<file path="config.mk">
export PLATFORM = sky130hd
export DESIGN_NAME = play_queue_history_stack
export DESIGN_NICKNAME = d
export VERILOG_FILES = /design/src/rtl/pqhs_pkg.sv /design/src/rtl/pqhs_ram.sv /design/src/rtl/play_queue_history_stack.sv
export SDC_FILE = /design/constraint.sdc
export NUM_CORES = 2
export LEC_CHECK = 0
export BUFFER_PORTS_ARGS = -buffer_cell sky130_fd_sc_hd__buf_2
export CAP_MARGIN = 10
export CORE_MARGIN = 4
export CORE_UTILIZATION = 50
export CTS_BUF_LIST = sky130_fd_sc_hd__clkbuf_4 sky130_fd_sc_hd__clkbuf_8
export DETAILED_ROUTE_END_ITERATION = 8
export PLACE_DENSITY = 0.65
export RECOVER_POWER = 25
export SLEW_MARGIN = 20
export SYNTH_ARGS = -nofsm -noshare
export SYNTH_HDL_FRONTEND = slang
export SYNTH_HIERARCHICAL = 1
export SYNTH_SLANG_ARGS = --single-unit
</file>
<file path="constraint.sdc">
create_clock -name clk -period 9.5 [get_ports clk]
set_input_delay 0.475 -clock clk [delete_from_list [all_inputs] [get_ports clk]]
set_output_delay 0.475 -clock clk [all_outputs]
set_load 0.02 [all_outputs]
</file>
<file path="src/rtl/pqhs_pkg.sv">
// Shared constants and types for the play queue and history stack.
package pqhs_pkg;

    localparam int QUEUE_DEPTH_DEF   = 128;
    localparam int HISTORY_DEPTH_DEF = 128;
    localparam int ID_WIDTH_DEF      = 16;

    typedef enum logic [1:0] {
        KIND_ADD  = 2'd0,
        KIND_NEXT = 2'd1,
        KIND_PREV = 2'd2
    } kind_t;

    typedef enum logic [1:0] {
        ST_OK     = 2'd0,
        ST_QFULL  = 2'd1,
        ST_QEMPTY = 2'd2,
        ST_HEMPTY = 2'd3
    } status_t;

endpackage

</file>
<file path="src/rtl/pqhs_ram.sv">
// Simple dual-port synchronous RAM with one write port and a registered read port.
module pqhs_ram
    import pqhs_pkg::*;
#(
    parameter int DEPTH = QUEUE_DEPTH_DEF,
    parameter int WIDTH = ID_WIDTH_DEF,
    localparam int AW   = $clog2(DEPTH)
)
(
    input  logic             clk,
    input  logic             we,
    input  logic [AW-1:0]    waddr,
    input  logic [WIDTH-1:0] wdata,
    input  logic             re,
    input  logic [AW-1:0]    raddr,
    output logic [WIDTH-1:0] rdata
);

    logic [WIDTH-1:0] mem_reg [DEPTH];
    logic [WIDTH-1:0] rdata_reg;

    always_ff @(posedge clk)
    begin
        if (we)
        begin
            mem_reg[waddr] <= wdata;
        end
    end

    always_ff @(posedge clk)
    begin
        if (re)
        begin
            rdata_reg <= mem_reg[raddr];
        end
    end

    assign rdata = rdata_reg;

endmodule

</file>
<file path="src/rtl/play_queue_history_stack.sv">
// Top level of the play queue and history stack: pointer control and two RAMs.
//
// A command is transferred at a rising clock edge where start is high and busy
// is low; kind selects add, play next or play previous, and item_id is the
// identifier to add. Every command yields exactly one result, shown on
// result_id, status and not_recorded for one cycle while done is high.
// The result appears in the cycle after the transfer, and busy is high during
// that cycle, so no new command is taken while a result is shown. Busy is
// needed because the queue and history RAMs have registered reads: a played
// identifier is read from the queue RAM in the transfer cycle and written into
// the history RAM in the result cycle.
// The receiver cannot stall; a result is valid for its single done cycle only.
// Reset clears the head, tail and both counts, and the block is idle after
// it. The RAM contents are not cleared and need no clearing pass, since an
// entry is always written before it is read.
module play_queue_history_stack
    import pqhs_pkg::*;
#(
    parameter int QUEUE_DEPTH   = QUEUE_DEPTH_DEF,
    parameter int HISTORY_DEPTH = HISTORY_DEPTH_DEF,
    parameter int ID_WIDTH      = ID_WIDTH_DEF
)
(
    input  logic                clk,
    input  logic                rst_n,
    input  logic                start,
    output logic                busy,
    input  logic [1:0]          kind,
    input  logic [ID_WIDTH-1:0] item_id,
    output logic                done,
    output logic [ID_WIDTH-1:0] result_id,
    output logic [1:0]          status,
    output logic                not_recorded
);

    localparam int QAW = $clog2(QUEUE_DEPTH);
    localparam int QCW = $clog2(QUEUE_DEPTH + 1);
    localparam int HAW = $clog2(HISTORY_DEPTH);
    localparam int HCW = $clog2(HISTORY_DEPTH + 1);

    logic [QAW-1:0] q_head_reg, q_head_next;
    logic [QAW-1:0] q_tail_reg, q_tail_next;
    logic [QCW-1:0] q_count_reg, q_count_next;
    logic [HCW-1:0] h_count_reg, h_count_next;

    logic           pend_reg, pend_next;
    logic [1:0]     pend_kind_reg, pend_kind_next;
    status_t        pend_status_reg, pend_status_next;
    logic           pend_lost_reg, pend_lost_next;
    logic [HAW-1:0] pend_haddr_reg, pend_haddr_next;

    logic                accept;
    logic                q_we, q_re, h_we, h_re;
    logic [HAW-1:0]      h_raddr;
    logic [HCW-1:0]      h_count_dec;
    logic [ID_WIDTH-1:0] q_rdata, h_rdata;
    logic                q_full, q_empty, h_full, h_empty;

    assign accept      = start && !busy;
    assign q_full      = (q_count_reg == QCW'(QUEUE_DEPTH));
    assign q_empty     = (q_count_reg == '0);
    assign h_full      = (h_count_reg == HCW'(HISTORY_DEPTH));
    assign h_empty     = (h_count_reg == '0);
    assign h_count_dec = h_count_reg - 1'b1;

    always_comb
    begin
        q_head_next      = q_head_reg;
        q_tail_next      = q_tail_reg;
        q_count_next     = q_count_reg;
        h_count_next     = h_count_reg;
        pend_next        = 1'b0;
        pend_kind_next   = pend_kind_reg;
        pend_status_next = pend_status_reg;
        pend_lost_next   = pend_lost_reg;
        pend_haddr_next  = pend_haddr_reg;
        q_we             = 1'b0;
        q_re             = 1'b0;
        h_re             = 1'b0;
        h_raddr          = h_count_dec[HAW-1:0];
        if (accept)
        begin
            pend_next        = 1'b1;
            pend_kind_next   = kind;
            pend_status_next = ST_OK;
            pend_lost_next   = 1'b0;
            pend_haddr_next  = h_count_reg[HAW-1:0];
            case (kind)
                KIND_ADD:
                begin
                    if (q_full)
                    begin
                        pend_status_next = ST_QFULL;
                    end
                    else
                    begin
                        q_we         = 1'b1;
                        q_tail_next  = (q_tail_reg == QAW'(QUEUE_DEPTH - 1)) ?
                                       '0 : q_tail_reg + 1'b1;
                        q_count_next = q_count_reg + 1'b1;
                    end
                end
                KIND_NEXT:
                begin
                    if (q_empty)
                    begin
                        pend_status_next = ST_QEMPTY;
                    end
                    else
                    begin
                        q_re         = 1'b1;
                        q_head_next  = (q_head_reg == QAW'(QUEUE_DEPTH - 1)) ?
                                       '0 : q_head_reg + 1'b1;
                        q_count_next = q_count_reg - 1'b1;
                        if (h_full)
                        begin
                            pend_lost_next = 1'b1;
                        end
                        else
                        begin
                            h_count_next = h_count_reg + 1'b1;
                        end
                    end
                end
                KIND_PREV:
                begin
                    if (h_empty)
                    begin
                        pend_status_next = ST_HEMPTY;
                    end
                    else
                    begin
                        h_re         = 1'b1;
                        h_count_next = h_count_dec;
                    end
                end
                default:
                begin
                    pend_status_next = ST_OK;
                end
            endcase
        end
    end

    always_ff @(posedge clk or negedge rst_n)
    begin
        if (!rst_n)
        begin
            q_head_reg  <= '0;
            q_tail_reg  <= '0;
            q_count_reg <= '0;
            h_count_reg <= '0;
            pend_reg    <= 1'b0;
        end
        else
        begin
            q_head_reg  <= q_head_next;
            q_tail_reg  <= q_tail_next;
            q_count_reg <= q_count_next;
            h_count_reg <= h_count_next;
            pend_reg    <= pend_next;
        end
    end

    always_ff @(posedge clk)
    begin
        pend_kind_reg   <= pend_kind_next;
        pend_status_reg <= pend_status_next;
        pend_lost_reg   <= pend_lost_next;
        pend_haddr_reg  <= pend_haddr_next;
    end

    assign h_we = pend_reg && (pend_kind_reg == KIND_NEXT) &&
                  (pend_status_reg == ST_OK) && !pend_lost_reg;

    pqhs_ram #(
        .DEPTH (QUEUE_DEPTH),
        .WIDTH (ID_WIDTH)
    ) u_queue_ram (
        .clk   (clk),
        .we    (q_we),
        .waddr (q_tail_reg),
        .wdata (item_id),
        .re    (q_re),
        .raddr (q_head_reg),
        .rdata (q_rdata)
    );

    pqhs_ram #(
        .DEPTH (HISTORY_DEPTH),
        .WIDTH (ID_WIDTH)
    ) u_history_ram (
        .clk   (clk),
        .we    (h_we),
        .waddr (pend_haddr_reg),
        .wdata (q_rdata),
        .re    (h_re),
        .raddr (h_raddr),
        .rdata (h_rdata)
    );

    always_comb
    begin
        result_id = '0;
        if (pend_reg && (pend_status_reg == ST_OK))
        begin
            if (pend_kind_reg == KIND_NEXT)
            begin
                result_id = q_rdata;
            end
            else if (pend_kind_reg == KIND_PREV)
            begin
                result_id = h_rdata;
            end
        end
    end

    assign busy         = pend_reg;
    assign done         = pend_reg;
    assign status       = pend_reg ? pend_status_reg : ST_OK;
    assign not_recorded = pend_reg && pend_lost_reg;

    a_done_follows_transfer: assert property (
        @(posedge clk) disable iff (!rst_n)
        done |-> $past(start && !busy))
        else $error("Result strobe without a preceding command transfer.");

    a_error_zero_id: assert property (
        @(posedge clk) disable iff (!rst_n)
        (done && (status != ST_OK)) |-> (result_id == '0))
        else $error("Nonzero identifier returned with an error status.");

    a_lost_only_on_play: assert property (
        @(posedge clk) disable iff (!rst_n)
        not_recorded |-> (done && (status == ST_OK) && (pend_kind_reg == KIND_NEXT)))
        else $error("Not-recorded flag set outside a successful play next.");

    a_queue_count_bound: assert property (
        @(posedge clk) disable iff (!rst_n)
        (q_count_reg <= QCW'(QUEUE_DEPTH)) && (h_count_reg <= HCW'(HISTORY_DEPTH)))
        else $error("Queue or history count exceeds its depth.");

    a_pointers_meet: assert property (
        @(posedge clk) disable iff (!rst_n)
        (q_empty || q_full) |-> (q_head_reg == q_tail_reg))
        else $error("Head and tail disagree with an empty or full queue.");

    a_history_write_target: assert property (
        @(posedge clk) disable iff (!rst_n)
        h_we |-> (h_count_reg == (HCW'(pend_haddr_reg) + 1'b1)))
        else $error("History write address does not match the pushed count.");

endmodule
</file>
==> reports/metrics.cfg <==
[setup_path]
worst-path-buf-inv = 3
critical-path-slowest-cell = clkbuf_1
cp_max_fo = 96
required_ps = 9710
startpoint_type = primary input
setup.worst_path.end_class = flip-flop
cpMostUsedCell = clkbuf_1
crit_family = buffers and inverters
path_cells = dlygate4sd3_1 > clkbuf_1 > clkbuf_1
crit_path_max_incr_delay_ps = 3400
path_class = primary input to flip-flop
arrival_ps = 5720

[cells_and_area]
drive_gt1_frac = 0.366
area_delta_synth_final_pct = 12.4
nets = 7175
final_cell_area_sq_mm = 0.180
final_core_util = 0.565

[sta]
hold_viol_final = 0
tightest_slew_ps = 4900
timing.fmax_mhz = 181
finalClockSkew_ps = 76.0
rsz0062_at_grt = no
slew_headroom = -2.26
period_needed_ps = 5510
fin_tns_setup_ps = 0
layout_worst_path_cycle_share = 0.580
final-max-slew-violation-count = 2345
setup_viol = 0

[clock_network]
ctsResizeCount = 0
clock-root-buffer = clkbuf_8
postCtsSetupBuffers = 0
ctsHtreeMaxLevel = 6
cts_tree = built
worstSkewPairLatency_ps = 1200
clkTransAtPathRegs_ps = 60
cts_hold_buffers = 22
cts_buffers = 654
cts.sinks = 4171
clk_path_buf_depth = 4

[logic_synthesis]
synth-seq-cells = 4171
syn_area_sq_mm = 0.160
synth.yosys.seq_area_share = 0.783
yosys_warnings = 6
yosysUniqueCellTypes = 48
synth_edf_count = 4140
syn-num-nets = 6449
synth_async_sr_flop_share = 0.00743
syn-instance-count = 6423
synthFlopType = edfxtp_1
avgSynthCellArea_sq_um = 24.9

[route]
drc = 0
route.antenna.remaining_nets = 0
drtIter0Drc = 9280
via_per_inst = 6.21
vias = 73488
drtPass1Iterations = 5
top_layer = met5
wire_per_inst_um = 32.3
routed_wl_um = 382000
wl_met3_um = 34400
dr_wl_met2_um = 187000
wl_met1_um = 151000

[die]
ios = 42
core_sq_mm = 0.318
fp.dieW_um = 573
die-area_sq_mm = 0.329
initial_utilization = 0.502
dieHeight_um = 573
fp-row-count = 207

[pwr]
intPower_uw = 35300
p_seq_frac = 0.417
vdd_drop_max_uv = 679
power.net_switching_uw = 14800
p_leak_uw = 0.0552
power_density_mw_per_mm2 = 279
netSwitchingFraction = 0.295
p_comb_frac = 0.293
power.share.clock = 0.290

[run]
maxCapViolCount = 39

[worst_hold_path]
hold_class = primary input to flip-flop

[global_route]
grt_pass1_vias = 74395
overflow = 0
grt_pass1_wl_um = 548000
antenna_found_initial = 25
grt.total_usage = 0.231
grt_max_degree = 155

[outcome]
status = finished, violations left
violations = capacitance limit, slew limit

[placed_design]
io_buffer_count = 41
gp_congestion = 0.829
dpl.hpwl_um = 213000
dpl-instance-area_sq_mm = 0.167

per-stage QoR:
step | power, uW | instances | setup WS (ps) | hold slack, ps
global route | 51900 | 11817 | 3680 | 305
detailed placement | 36000 | 10647 | 3730 | 532
global placement | 35900 | 10647 | 3820 | 514
CTS | 50500 | 11810 | 3730 | 171
floorplan | 31100 | 6423 | 5830 | 179
finish | 50000 | 11826 | 3990 | 355
logic make-up after synthesis:
| family | count (synthesis) | synth area share |
|---|---|---|
| multiplexers | 1378 | 0.192 |
| buffers and inverters | 348 | 0.00918 |
| adder cells (fa/ha/maj) | 5 | 0.000391 |
| AND/OR/NAND/NOR | 446 | 0.0121 |
| XOR/XNOR | 28 | 0.00153 |
| AO/OA/AOI/OAI | 47 | 0.00218 |
| flip-flops | 4171 | 0.783 |
placed cells by master, fill, tap and decap left out, types with 10 or more instances in the layout:
master         instances
buf_4                306
edfxtp_1            4140
clkbuf_1              41
nor2_2                29
clkbuf_8             663
nor2b_1               18
xnor2_1               12
clkinvlp_4            15
dlygate4sd3_1         22
clkbuf_4             220
buf_2                 22
buf_12                14
xor2_1                11
clkinv_2              47
nand3_1               30
nand4_1               14
dfrtp_1               26
nand2_1               47
diode_2               12
inv_6                 16
mux2_2                33
inv_8                 12
mux4_2              1344
a22oi_1               18
bufinv_16             10
clkinv_1             146
clkinv_8              11
nor2_1               243
final timing paths:
check | from | end | slack, ps | cells after the start
max in group asynchronous | rst_n | q_head_reg[1]$_DFFE_PN0P_ | 6540 | 4
max | item_id[2] | u_queue_ram/mem_reg[105][2]$_DFFE_PP_ | 3990 | 3
min | kind[1] | pend_kind_reg[1]$_DFFE_PP_ | 360 | 2
max reg2reg | h_count_reg[0]$_DFFE_PN0P_ | u_history_ram/rdata[3]$_DFFE_PP_ | 4120 | 9
min reg2reg | q_count_reg[6]$_DFFE_PN0P_ | q_count_reg[6]$_DFFE_PN0P_ | 550 | 1
min in group asynchronous | rst_n | q_tail_reg[1]$_DFFE_PN0P_ | 1000 | 3
layer usage:
layer,global-route usage,vias up
met4,0.0637,8
met5,0,-
met2,0.366,3599
met1,0.332,39858
met3,0.0467,612
li1,-,29411
cells in the mapped netlist, drive strengths merged (15+ instances only):
master,number,area [sq um]
edfxtp,4140,124000
mux4,1344,30300
nor2,274,1030
clkbuf,174,653
buf,166,781
nand2,47,176
mux2,33,372
dfrtp,31,776
nand3,30,150
nor3,26,130
a22oi,18,135
nor2b,18,113
xor2,15,131
power by group through the flow:
stage | combinational [uW] | clock (uW) | sequential [uW]
after floorplan | 10000 | 0 | 21100
after global placement | 14700 | 0 | 21200
after detailed placement | 14800 | 0 | 21200
after CTS | 14800 | 14800 | 20800
after global routing | 15300 | 15700 | 20900
final | 14700 | 14500 | 20800
cell type report:
type | instances | area [sq um]
fillers | 22914 | 138000
flip-flops and latches | 4171 | 125000
multi-input cells | 1904 | 33600
clock buffers | 883 | 10800
well taps | 4180 | 5230
repair buffers | 410 | 3150
clock inverters | 258 | 1660
inverters | 8 | 47.5
diodes | 12 | 30.0
worst register-to-register path: cells and delay by family, from the launching register on:
kind          cells  cell delay [ps]
simple gates      1              620
fa+ha+maj         1              440
mux               3             1670
buf+inv           3             1730
flops             1              520
xor+xnor          1              170
No activity file was read; power rests on OpenSTA's default activity.
